`src/rtl/core/assert_macros.svh`:
```
// Assertion helpers shared by the core RTL.
`ifndef ASSERT_MACROS_SVH
`define ASSERT_MACROS_SVH

// Plain property, checked at every rising edge outside reset.
`define GCPA_ASSERT(name, clk, rst_n, prop) \
	name: assert property (@(posedge clk) disable iff (!rst_n) (prop)) \
		else $error("assertion failed");

// Same-cycle implication.
`define GCPA_ASSERT_IMP(name, clk, rst_n, ante, cons) \
	name: assert property (@(posedge clk) disable iff (!rst_n) (ante) |-> (cons)) \
		else $error("implication failed");

`endif

```
`src/rtl/core/gcpa_pkg.sv`:
```
// ----------------------------------------------------------------------------
// gcpa_pkg
// Shared widths, codes and sequencer states of the coarse-cell pooling block.
// ----------------------------------------------------------------------------
package gcpa_pkg;

	localparam int ELEV_W           = 32;
	localparam int ACC_W            = 64;
	localparam int DIV_STEPS        = 64;
	localparam int STEP_W           = 7;
	localparam int CFG_W            = 7;
	localparam int ERR_W            = 2;
	localparam int CMP_W            = 10;
	localparam int MAX_CHILDREN_DEF = 64;

	localparam logic [ERR_W-1:0] ERR_NONE     = 2'd0;
	localparam logic [ERR_W-1:0] ERR_TOO_MANY = 2'd1;

	typedef enum logic [2:0] {
		ST_IDLE,
		ST_CLOSE,
		ST_MEAN,
		ST_VAR,
		ST_VDIV,
		ST_EMIT
	} state_t;

endpackage

```
`src/rtl/core/gcpa_div.sv`:
```
// ----------------------------------------------------------------------------
// gcpa_div
// Restoring unsigned divider, one quotient bit per cycle, shared by the
// mean and variance steps.
// ----------------------------------------------------------------------------
module gcpa_div #(
	parameter int CntW = 7
) (
	input  logic                           clk,
	input  logic                           arst_n,
	input  logic                           start,
	input  logic [gcpa_pkg::ACC_W-1:0]     dividend,
	input  logic [CntW-1:0]                divisor,
	output logic                           done,
	output logic [gcpa_pkg::ACC_W-1:0]     quotient
);
	import gcpa_pkg::*;

	logic              busy_q;
	logic              done_q;
	logic [STEP_W-1:0] step_q;
	logic [CntW-1:0]   rem_q;
	logic [CntW-1:0]   div_q;
	logic [ACC_W-1:0]  work_q;
	logic [CntW:0]     trial;
	logic              fits;
	logic [CntW:0]     diff;

	assign trial = {rem_q, work_q[ACC_W-1]};
	assign fits  = trial >= {1'b0, div_q};
	assign diff  = trial - {1'b0, div_q};

	always_ff @(posedge clk or negedge arst_n) begin
		if (!arst_n) begin
			busy_q <= 1'b0;
			done_q <= 1'b0;
			step_q <= '0;
		end else begin
			done_q <= 1'b0;
			if (start) begin
				busy_q <= 1'b1;
				step_q <= '0;
			end else if (busy_q) begin
				step_q <= step_q + 1'b1;
				if (step_q == STEP_W'(DIV_STEPS - 1)) begin
					busy_q <= 1'b0;
					done_q <= 1'b1;
				end
			end
		end
	end

	always_ff @(posedge clk) begin
		if (start) begin
			rem_q  <= '0;
			div_q  <= divisor;
			work_q <= dividend;
		end else if (busy_q) begin
			rem_q  <= fits ? diff[CntW-1:0] : trial[CntW-1:0];
			work_q <= {work_q[ACC_W-2:0], fits};
		end
	end

	assign done     = done_q;
	assign quotient = work_q;

endmodule

```
`config.mk`:
```
export PLATFORM = sky130hd
export DESIGN_NAME = gcpa_div
export DESIGN_NICKNAME = d
export VERILOG_FILES = /design/src/rtl/core/assert_macros.svh /design/src/rtl/core/gcpa_pkg.sv /design/src/rtl/core/gcpa_div.sv
export SDC_FILE = /design/constraint.sdc
export NUM_CORES = 1
export LEC_CHECK = 0
export BUFFER_PORTS_ARGS = -buffer_cell sky130_fd_sc_hd__clkbuf_2
export CORE_MARGIN = 1.5
export CORE_UTILIZATION = 50
export CTS_CLUSTER_SIZE = 12
export DETAILED_ROUTE_END_ITERATION = 10
export PLACE_DENSITY = 0.9
export SLEW_MARGIN = 40
export SYNTH_ARGS = -nofsm -noshare
export SYNTH_HDL_FRONTEND = slang
export SYNTH_SLANG_ARGS = --single-unit
```
`constraint.sdc`:
```
create_clock -name clk -period 3.46 [get_ports clk]
set_clock_uncertainty 0.1 [all_clocks]
set_input_delay 0.692 -clock clk [delete_from_list [all_inputs] [get_ports clk]]
set_output_delay 0.692 -clock clk [all_outputs]
set_load 0.03 [all_outputs]
```
# Yosys cells after proc, flatten, opt, wreduce, memory -nomap -nowiden

Index checks and enable logic that the tools add are counted.

Register bits: 87
Input bits: 74
Output and inout port bits: 65
Word-level logic and storage cells: 22

$add $sub $neg: 2
Order comparisons: 1
Equal/unequal tests: 1
Mux-type cells: 11
Reductions and logical operators: 1

Operator list:

| operator                                                         | number |
|---|---|
| 64-bit two-way mux                                               | 2 |
| 7-bit two-way mux                                                | 3 |
| 8-bit by 7-bit greater-or-equal comparator with 1-bit output     | 1 |
| 7-bit by 1-bit adder with 7-bit output (second input constant)   | 1 |
| 7-bit by 6-bit == test with 1-bit output (second input constant) | 1 |
| 7-bit subtractor                                                 | 1 |
| 1-bit two-way mux                                                | 6 |
| 2-bit nonzero test                                               | 1 |

# Longest topological paths before layout

Gate-level depths: netlist of the first run.

Word-level depth: 4
Gate-level depth with buffers: 9
Mapped depth without buffers: 7

# Worst setup path before layout of the first run

No wires, ideal clock.

Path type: input to register
Start point: input port start
End point: register work_q[0], in the netlist quotient[0], enable pin
Library setup time: 394 ps
Arrival time: 2240 ps
Data required time: 2966 ps
Slack: 726 ps
Cell stages on the path: 4
Path buffers: 3
Cells stage by stage: buf_6 > clkbuf_1 > clkbuf_1 > or2_2

Cells in the longest elaborated chain, start to end: 1

RTL lines:

| item                         | line           | source |
|---|---|---|
| start: declaration           | gcpa_div.sv:11 | `input logic start,` |
| 2-bit nonzero test (no line) | n/a            |  |
| end signal: assignment       | gcpa_div.sv:57 | `work_q <= dividend;` |
| end signal: assignment       | gcpa_div.sv:60 | `work_q <= {work_q[ACC_W-2:0], fits};` |
| end: declaration             | gcpa_div.sv:24 | `logic [ACC_W-1:0] work_q;` |

No other way between the ends.
A chain may end at the register's enable or synchronous reset.

# Worst setup path in the final report of the first run

Start point: register work_q[63], in the netlist quotient[63]
End point: register rem_q[0]

Cells in the longest elaborated chain, start to end: 2
Elaborated cells on any way between the ends: 3
Classes of those cells: 1 x add/sub; 1 x order compare; 1 x mux

RTL lines:

| item                                                                                                    | line                           | source |
|---|---|---|
| 7-bit subtractor / 8-bit by 7-bit greater-or-equal comparator with 1-bit output (equally long branches) | gcpa_div.sv:31, gcpa_div.sv:30 |  |
| 7-bit two-way mux (*)                                                                                   | gcpa_div.sv:59                 | `rem_q <= fits ? diff[CntW-1:0] : trial[CntW-1:0];` |
| end signal: assignment                                                                                  | gcpa_div.sv:59                 |  |
| end: declaration                                                                                        | gcpa_div.sv:22                 | `logic [CntW-1:0] rem_q;` |

Every way passes the cells marked *; elsewhere a longest branch is shown, timed or not.

==> results of run 1 <==
[power by group through the flow]
stage	Combinational, mW	Clock [mW]	Sequential [mW]
6_report	0.908	0.705	1.38
5_1_grt	0.982	0.769	1.40
4_1_cts	0.909	0.721	1.38
3_5_place_dp	0.907	0	1.40
3_3_place_gp	0.871	0	1.39
2_1_floorplan	0.530	0	1.55
[stage by stage]
stage / util, % / worst slack (ps) / instance area (um2) / hold slack, ps
2_1_floorplan: - / 726 / 4130 / 296
3_3_place_gp: 62.4 / 1150 / 4900 / 417
3_5_place_dp: 62.4 / 1080 / 4900 / 427
4_1_cts: 64.9 / 1080 / 5090 / 69.2
5_1_grt: 64.9 / 930 / 5090 / 66.2
6_report: 64.9 / 1070 / 5090 / 72.6
[cell usage in the layout (no fill, tap or decap), drive strengths merged, types with 5 or more instances in the layout]
master	synthesis	final
mux2	63	63
edfxtp	71	71
buf	8	5
o21ai	7	7
ha	8	8
inv	12	13
nor3b	6	6
nor2	13	13
nand4	5	5
nand2	9	9
dfxtp	7	7
dfrtp	9	9
clkbuf	8	146
[cell usage after synthesis, drive strengths merged (5+ instances only)]
library cell	count
nand2	9
inv	12
dfxtp	7
nor2	13
nand4	5
mux2	63
ha	8
clkbuf	8
edfxtp	71
o21ai	7
dfrtp	9
nor3b	6
buf	8
[sequential cells by signal, indices dropped and copies added (netlist names)]
name and count:
quotient 64, step_q 7, busy_q 1, done 1, div_q 7, rem_q 7
[final timing paths]
check / start / end / slack (ps) / cells after the start
max: quotient[63] / rem_q[0] / 1070 / 7
min: arst_n / done / 70 / 1
max in group asynchronous: arst_n / step_q[2] / 3000 / 1
max reg2reg: quotient[63] / rem_q[0] / 1070 / 7
min reg2reg: rem_q[1] / rem_q[2] / 440 / 2
min in group clk: divisor[4] / div_q[4] / 410 / 1
[layout make-up]
type | count | area (um2)
clock inverter | 7 | 71.3
clock buffer | 9 | 124
timing repair buffer | 142 | 736
multi-input combinational | 170 | 1490
inverter | 12 | 45.0
tap | 102 | 128
sequential | 87 | 2500
fill | 598 | 2750
[kinds of logic (layout without fill, tap and decap cells)]
| family | Yosys count | after routing | share of synthesized area [%] |
|---|---|---|---|
| mux | 65 | 65 | 17.7 |
| xor+xnor | 6 | 6 | 1.27 |
| simple gates | 53 | 53 | 7.07 |
| buf+inv | 28 | 170 | 3.27 |
| compound gates | 37 | 37 | 7.28 |
| fa+ha+maj | 9 | 9 | 2.91 |
| flops | 87 | 87 | 60.5 |
[routing by layer]
layer	GRT usage, %	share of wire (%)	vias up
li1	-	-	1354
met4	6.34	1.5	0
met5	0	0	-
met1	24.5	40	1350
met3	7.69	8.4	14
met2	32.8	50	128
==> summary.txt, run 1 <==
CP Cell Sequence: inv_1 -> ha_1 -> fa_1 -> nand2b_1 -> a211o_1 -> and3_1 -> a311oi_2
Core area: 7850 um2
Iteration-0 DRC count of the detailed router: 172
Post-DP HPWL: 6160 um
Number of global-route vias before repair: 2,781
Sw Pwr: 994 uW
Top cell type by total area after synthesis: edfxtp_1
Pre-antenna DRT Iters: 6
Syn Inst Count: 285
Number of synthesis warnings: 0
Flops & latches, synth: 87
Sequential group share of total power: 46.1%
Setup bufs post-CTS: 0
Synth area leaders: edfxtp_1 52%, mux2_2 17%, dfrtp_1 5.5%
Number of max-cap violations: 0
Antenna cells: 0
Number of synthesized flops with an enable pin: 71
First-pass GRT wire length: 13,300 um
Pwr Density: 587 nW/um2
Kind of cell adding the most delay to the critical path: compound AO/OA/AOI/OAI gates
Root Buffer Master: clkbuf_8
Site row count: 32
# port buffers: 138
Crit path DAT: 2560 ps
Final wirelength: 8510 um
Hold Vio Cnt, Final: 0
Wire length per cell: 16.1 um
Critical Path Fanout Max: 9
Clk buf depth: 2
Residual DRC: 0
Post-Syn Area: 4130 um2
HP Class: primary input to asynchronous set/reset pin
Status: completed
Placed instance count: 513
Via count: 2,846
Max-slew violation count: 0
Clk Latency, worst-skew pair: 350 ps
Fraction of registers with async set or reset after synthesis: 10.3%
Share of layout cells above drive strength 1: 53.9%
Top Ports: 139
CTS clk-pin slew, worst paths: 90 ps
Non-filler cells, final: 529
CP Buf/Inv Count: 1
PostCTS Resize Cnt: 0
Net Sw Frac: 33.2%
CP max-delay cell: fa_1
Max-slew headroom: 58.3%
GR Overflow Total: 0
Number of clock sinks: 87
Worst slew pin tran: 625 ps
Cell-internal power: 2.00 mW
Post-Syn Area per Cell: 14.5 um2
Critical Path Start Type: flip-flop
Fmax: 418 MHz
WP data required: 3630 ps
Maximum VDD drop: 0.345 mV
Via density: 5.38
Setup TNS: 0 ps
Initial Util: 52.6%
Crit Path Class: flip-flop to flip-flop
GR Util All Layers: 20.0%
Width of the die: 93.8 um
Logic pwr share: 30.3%
Power Total: 2.99 mW
Tcrit/Tclk final: 69.2%
Initial antenna violation count: 0
TritonCTS clock tree: yes
Antenna Violating Nets Remaining: 0
Die Ht: 93.8 um
Largest net degree at the start of global routing: 65
Endpoint type of the worst setup path: flip-flop
CTS Buf Count: 9
Syn Nets: 368
Main synth FF type: edfxtp_1
RSZ-0062 raised after global routing: false
Leak: 2.22 nW
Area Growth Syn to Fin: 23.5%
Fin crit period: 2390 ps
Yosys top cell area share: 51.7%
Full die area: 8810 um2
H-tree depth: 3
Sequential area share after synthesis: 60.5%
Gpl congestion: 0.862
Fin nets: 505
Clk pwr share: 23.6%
Final Setup Violations: 0
Hold_buf cts: 0
Library cells used by synthesis: 48
Critical Path Max Stage Delay: 400 ps
Power figures use the tool's default switching activity.
==> inputs of run 2 (changes only) <==
--- a/config.mk
+++ b/config.mk
@@ -5,12 +5,13 @@
 export SDC_FILE = /design/constraint.sdc
 export NUM_CORES = 1
 export LEC_CHECK = 0
+export ABC_AREA = 1
 export BUFFER_PORTS_ARGS = -buffer_cell sky130_fd_sc_hd__clkbuf_2
 export CORE_MARGIN = 1.5
 export CORE_UTILIZATION = 50
 export CTS_CLUSTER_SIZE = 12
 export DETAILED_ROUTE_END_ITERATION = 10
-export PLACE_DENSITY = 0.9
+export PLACE_DENSITY = 0.91
 export SLEW_MARGIN = 40
 export SYNTH_ARGS = -nofsm -noshare
 export SYNTH_HDL_FRONTEND = slang
==> constraint.sdc (replaced) <==
create_clock -name clk -period 2.5 [get_ports clk]
set_clock_uncertainty 0.1 [all_clocks]
set_input_delay 0.5 -clock clk [delete_from_list [all_inputs] [get_ports clk]]
set_output_delay 0.5 -clock clk [all_outputs]
set_load 0.03 [all_outputs]
==> summary.txt, run 2 <==
Status: completed
Maximum VDD drop: 0.432 mV (+25%)
Non-filler cells, final: 689 (+30%)
WP data required: 2690 ps (-940 ps)
Final wirelength: 9590 um (+13%)
Fraction of registers with async set or reset after synthesis: 10.3% (unchanged)
Largest register FFs: 64 (unchanged)
Endpoint type of the worst setup path: flip-flop
Post-route cell area: 5080 um2 (-0.22%)
Number of max-cap violations: 0 (unchanged)
Hold Vio Cnt, Final: 0 (unchanged)
Pwr Density: 785 nW/um2 (+34%)
Max-slew headroom: 69.2% (+11 points)
Top Ports: 139 (unchanged)
Sequential area share after synthesis: 61.5% (+0.95 points)
Top cell type by total area after synthesis: edfxtp_1
Largest net degree at the start of global routing: 49 (-25%)
GR Overflow Total: 0 (unchanged)
Number of clock sinks: 87 (unchanged)
Placed instance count: 672 (+31%)
Width of the die: 93.1 um (-0.75%)
Flops & latches, synth: 87 (unchanged)
Fin crit period: 1970 ps (-421 ps)
CTS Buf Count: 9 (unchanged)
Initial antenna violation count: 0 (unchanged)
Core area: 7810 um2 (-0.51%)
Critical Path Start Type: flip-flop
Power Total: 3.99 mW (+33%)
CP Buf/Inv Count: 2 (+1)
H-tree depth: 3 (unchanged)
Worst slew pin tran: 462 ps (-163 ps)
Final Setup Violations: 0 (unchanged)
Fmax: 507 MHz (+21%)
Logic pwr share: 30.5% (+0.2 points)
Cell-internal power: 2.63 mW (+31%)
Total placed instance area: 4890 um2 (-0.15%)
Site row count: 32 (unchanged)
Clk buf depth: 2 (unchanged)
Pre-antenna DRT Iters: 5 (-1)
Area Growth Syn to Fin: 25.1%
Max-slew violation count: 0 (unchanged)
Critical Path Max Stage Delay: 400 ps (about the same)
Number of global-route vias before repair: 3,391 (+22%)
Kind of cell adding the most delay to the critical path: simple AND/OR/NAND/NOR gates
Most common cell after layout, fill and taps aside: nand2_1
HP Class: primary input to flip-flop
Sw Pwr: 1.37 mW (+37%)
Number of synthesis warnings: 0 (unchanged)
Setup TNS: 0 ps (unchanged)
Clk pwr share: 22.6% (-1.0 points)
RSZ-0062 raised after global routing: false
Library cells used by synthesis: 31 (-35%)
Commonest cells after routing, fill and taps aside: 240 x nand2_1, 138 x clkbuf_2, 71 x edfxtp_1
Crit path top cell by count: nand2_1
# port buffers: 138 (unchanged)
Main synth FF type: edfxtp_1
Clk Latency, worst-skew pair: 350 ps (about the same)
GR Util All Layers: 23.7% (+3.6 points)
Synth area leaders: edfxtp_1 52%, nand2_1 22%, dfrtp_1 5.5%
PostCTS Resize Cnt: 0 (unchanged)
Post-Syn Area: 4060 um2 (-1.5%)
CP Cell Sequence: inv_1 -> ha_1 -> fa_1 -> inv_1 -> nand2_1 -> nand2_1 -> nand2_1 -> nand2_1 -> nand2_2 -> nand3b_1 -> nand3_1 -> nand2_1
Most common library cells after synthesis: 240 x nand2_1, 71 x edfxtp_1, 26 x inv_1
Worst Setup Slack, final: 526 ps (-539 ps)
Via count: 3,381 (+19%)
Initial Util: 52.0% (-0.55 points)
Gpl congestion: 0.849 (-1.5%)
Critical Path Fanout Max: 8 (-1)
Iteration-0 DRC count of the detailed router: 150 (-13%)
Syn Inst Count: 440 (+54%)
Sequential group share of total power: 46.9% (+0.8 points)
Pre-CTS WS: 553 ps (-529 ps)
CTS clk-pin slew, worst paths: 80 ps (about the same)
Residual DRC: 0 (unchanged)
Count leader, synth: nand2_1
Fin nets: 665 (+32%)
Wire length per cell: 13.9 um (-13%)
Number of synthesized flops with an enable pin: 71 (unchanged)
Net Sw Frac: 34.2% (+1.0 points)
Syn Nets: 523 (+42%)
Antenna cells: 0 (unchanged)
Via density: 4.91 (-8.8%)
Crit Path Class: flip-flop to flip-flop
Share of layout cells above drive strength 1: 29.3% (-25 points)
CP max-delay cell: fa_1
Crit path DAT: 2160 ps (-400 ps)
Post-DP HPWL: 7110 um (+16%)
Root Buffer Master: clkbuf_8
Tcrit/Tclk final: 78.9% (+9.7 points)
Yosys top cell area share: 52.5% (+0.81 points)
First-pass GRT wire length: 15,900 um (+19%)
Die Ht: 93.1 um (-0.75%)
Leak: 2.67 nW (+20%)
Antenna Violating Nets Remaining: 0 (unchanged)
TritonCTS clock tree: yes
Full die area: 8680 um2 (-1.5%)
Post-Syn Area per Cell: 9.23 um2 (-36%)
## run 2: cell count changes after synthesis, moves of 4 or more
cell and delta:
nand3_1 +16, nand2_1 +231, a41oi_1 -4, buf_2 +5, inv_1 +14, nor3b_1 -6
nor2b_1 -4, nor2_1 -4, o21ai_0 -6, nand3b_1 +5, mux2_2 -63
## run 2: metrics by stage
| stage | utilization, % | hold slack, ps |
|---|---|---|
| finish | 65.1 | 237 |
| floorplan | - | 104 |
| global route | 65.1 | 220 |
| CTS | 65.1 | 221 |
| detailed placement | 62.7 | 266 |
| global placement | 62.7 | 265 |
## run 2: layer usage
metal	global-route usage [%]	up-vias	part of all wire, %
li1	-	1695	-
met5	0	-	0
met4	9.97	0	2.3
met3	4.80	18	5.8
met2	39.0	124	51
met1	30.5	1544	41
## run 2: worst paths after layout
kind	startpoint	to	slack [ps]	cells past startpoint
max in group asynchronous	arst_n	busy_q	1680	2
hold / removal	divisor[2]	div_q[2]	240	1
min in group asynchronous	arst_n	step_q[6]	440	2
hold reg to reg	rem_q[1]	rem_q[1]	390	2
setup / recovery	quotient[63]	rem_q[5]	530	12
setup reg to reg	quotient[63]	rem_q[5]	530	12
## run 2: cell type report
type / count / area (um2)
clock buffer: 15 / 176
clock inverter: 1 / 5.00
fill: 639 / 2720
inverter: 30 / 113
multi-input combinational: 308 / 1390
sequential: 87 / 2500
tap: 102 / 128
timing repair buffer: 146 / 778
## run 2: power by group through the flow
| stage | Combinational, mW | Clock [mW] | Sequential, mW |
|---|---|---|---|
| floorplan | 0.684 | 0 | 2.08 |
| global placement | 1.16 | 0 | 1.89 |
| detailed placement | 1.21 | 0 | 1.90 |
| CTS | 1.21 | 0.928 | 1.87 |
| global route | 1.35 | 0.972 | 1.89 |
| finish | 1.22 | 0.903 | 1.87 |
## run 2: logic make-up (layout without fill, tap and decap cells)
kind of cell	after synthesis	after routing	synth area share (%)
AO/OA/AOI/OAI	14	14	2.25
AND/OR/NAND/NOR	283	283	28.5
adder cells (fa/ha/maj)	9	9	2.96
buffers and inverters	45	192	4.40
XOR/XNOR	2	2	0.431
flip-flops	87	87	61.5
## run 2: timing repair
action                                  CTS  global route
endpoints found under the hold margin     9             0
setup buffers                             0             0
endpoints found under the setup margin    0             0
hold buffers                              1             0
## run 2: worst reg2reg max path, cell delays in order, from the launching register on
cell and delay [ps]:
edfxtp_1 350, inv_1 60, ha_1 220, fa_1 400, inv_1 80, nand2_1 50, nand2_1 70, nand2_1 80
nand2_1 90, nand2_2 120, nand3b_1 110, nand3_1 90, nand2_1 80
==> inputs of run 3 (changes only) <==
==> constraint.sdc (replaced) <==
create_clock -name clk -period 2.03 [get_ports clk]
set_clock_uncertainty 0.1 [all_clocks]
set_input_delay 0.406 -clock clk [delete_from_list [all_inputs] [get_ports clk]]
set_output_delay 0.406 -clock clk [all_outputs]
set_load 0.03 [all_outputs]
==> summary.txt, run 3 (same netlist as run 2, synthesis figures left out) <==
Status: completed
GR Util All Layers: 22.6% (-1.1 points)
Core area: 7810 um2 (unchanged)
Initial Util: 52.0% (unchanged)
Root Buffer Master: clkbuf_8
Area Growth Syn to Fin: 26.5%
WP data required: 2220 ps (-470 ps)
Final wirelength: 9370 um (-2.4%)
Fmax: 527 MHz (+4.1%)
CTS Buf Count: 9 (unchanged)
Reg-to-Reg Start: quotient[63]
Initial antenna violation count: 0 (unchanged)
Met2 WL: 4830 um (-0.66%)
Die Ht: 93.1 um (unchanged)
Crit Path Class: flip-flop to flip-flop
Wl on met1: 3770 um (-4.7%)
Placed instance count: 672 (unchanged)
Cell-internal power: 3.40 mW (+29%)
# port buffers: 138 (unchanged)
Width of the die: 93.1 um (unchanged)
Via count: 3,436 (+1.6%)
Iteration-0 DRC count of the detailed router: 238 (+59%)
Crit path from: quotient[63]
Pwr Density: 1000 nW/um2 (+28%)
WL met3: 622 um (+11%)
Most common cell after layout, fill and taps aside: nand2_1
Maximum VDD drop: 0.489 mV (+13%)
Sw Pwr: 1.75 mW (+28%)
Multi-input gate area: 1410 um2 (+2.0%)
Pre-antenna DRT Iters: 4 (-1)
Antenna Violating Nets Remaining: 0 (unchanged)
Fin crit period: 1900 ps (-77.1 ps)
Tcrit/Tclk final: 93.4% (+14 points)
Largest net degree at the start of global routing: 48 (-2.0%)
Share of layout cells above drive strength 1: 30.4% (+1.1 points)
Worst Setup Slack, final: 134 ps (-393 ps)
Clk pwr share: 25.1% (+2.5 points)
First-pass GRT wire length: 15,200 um (-3.9%)
Residual DRC: 0 (unchanged)
Fin nets: 666 (+0.15%)
CTS clk-pin slew, worst paths: 80 ps (about the same)
Max-slew headroom: 61.1% (-8.0 points)
Gpl congestion: 0.826 (-2.7%)
Crit path DAT: 2090 ps (-70 ps)
TritonCTS clock tree: yes
Number of max-cap violations: 0 (unchanged)
Leak: 2.69 nW (+0.56%)
Net Sw Frac: 34.0% (-0.20 points)
Critical Path Start Type: flip-flop
Register-to-register setup slack: 130 ps (-390 ps)
HP Class: primary input to flip-flop
Clk buf depth: 2 (unchanged)
Antenna cells: 0 (unchanged)
Max-slew violation count: 0 (unchanged)
Setup TNS: 0 ps (unchanged)
Wire length per cell: 13.6 um (-2.5%)
DR top layer: met4
Pre-CTS WS: 79.5 ps (-473 ps)
Largest register FFs: 64 (unchanged)
Worst Hold Margin: 141 ps (-96.1 ps)
Power Total: 5.15 mW (+29%)
Sequential group share of total power: 44.8% (-2.1 points)
Endpoint type of the worst setup path: flip-flop
Worst slew pin tran: 583 ps (+121 ps)
Post-route cell area: 5140 um2 (+1.1%)
Clk Latency, worst-skew pair: 340 ps (about the same)
Number of global-route vias before repair: 3,291 (-2.9%)
GR Overflow Total: 0 (unchanged)
Post-layout util: 65.8% (+0.72 points)
R2R depth: 12 (unchanged)
Full die area: 8680 um2 (unchanged)
H-tree depth: 3 (unchanged)
Final Setup Violations: 0 (unchanged)
Hold Vio Cnt, Final: 0 (unchanged)
Reg area: 2500 um2 (unchanged)
Top Ports: 139 (unchanged)
R2r endpoint: rem_q[5]
Post-DP HPWL: 6860 um (-3.6%)
Critical Path Fanout Max: 8 (unchanged)
Fill count: 651 (+1.9%)
CP endpoint: rem_q[5]
Logic pwr share: 30.2% (-0.3 points)
Site row count: 32 (unchanged)
Total placed instance area: 4890 um2 (about the same)
Commonest cells after routing, fill and taps aside: 237 x nand2_1, 138 x clkbuf_2, 71 x edfxtp_1
Number of clock sinks: 87 (unchanged)
Via density: 4.98 (+1.5%)
Non-filler cells, final: 690 (+0.15%)
run 3: changes by cell type in the layout (fill, tap and decap cells not counted), sizes merged:
cell      before  now
buf            7    8
bufinv         0    2
clkbuf       153  148
clkinv         2    3
clkinvlp       0    2
run 3: layer usage:
metal | up-vias | track usage, %
li1 | 1699 | -
met1 | 1594 | 28.0
met2 | 131 | 38.0
met3 | 12 | 5.12
met4 | 0 | 9.72
met5 | - | 0
run 3: area by class of cell:
type                    count  share of cell area, %
flip-flops and latches     87                   48.6
inverters                  30                   2.26
clock inverters             6                   1.63
repair buffers            147                   15.0
well taps                 102                   2.48
multi-input cells         308                   27.5
clock buffers              10                   2.48
run 3: how the worst min path moves through the flow:
stage               startpoint        to  slack [ps]  cells past startpoint
finish              divisor[5]  div_q[5]         140                      1
global route        divisor[2]  div_q[2]         120                      1
CTS                 divisor[2]  div_q[2]         120                      1
detailed placement      arst_n      done         180                      1
global placement        arst_n      done         170                      1
floorplan               arst_n    busy_q          10                      0
run 3: worst max-delay path: stages (launching register included):
cell and delay (ps):
edfxtp_1 350, inv_1 60, ha_2 200, fa_2 370, inv_1 90, nand2_1 60
nand2_2 80, nand2_2 70, nand2_2 90, nand2_4 90, nand3b_1 110, nand3_1 100
nand2_1 70
run 3: power by group through the flow:
stage | Sequential [mW] | Clock [mW] | Combinational, mW
finish | 2.31 | 1.29 | 1.55
global route | 2.33 | 1.38 | 1.71
CTS | 2.30 | 1.32 | 1.51
detailed placement | 2.34 | 0 | 1.50
global placement | 2.33 | 0 | 1.43
floorplan | 2.56 | 0 | 0.843
run 3: timing repair:
item | in CTS | in global routing
buffers inserted | 0 | 1
resized for setup | 0 | 6
hold buffers | 1 | 0
endpoints found under the hold margin | 9 | 0
setup endpoints to repair | 0 | 8
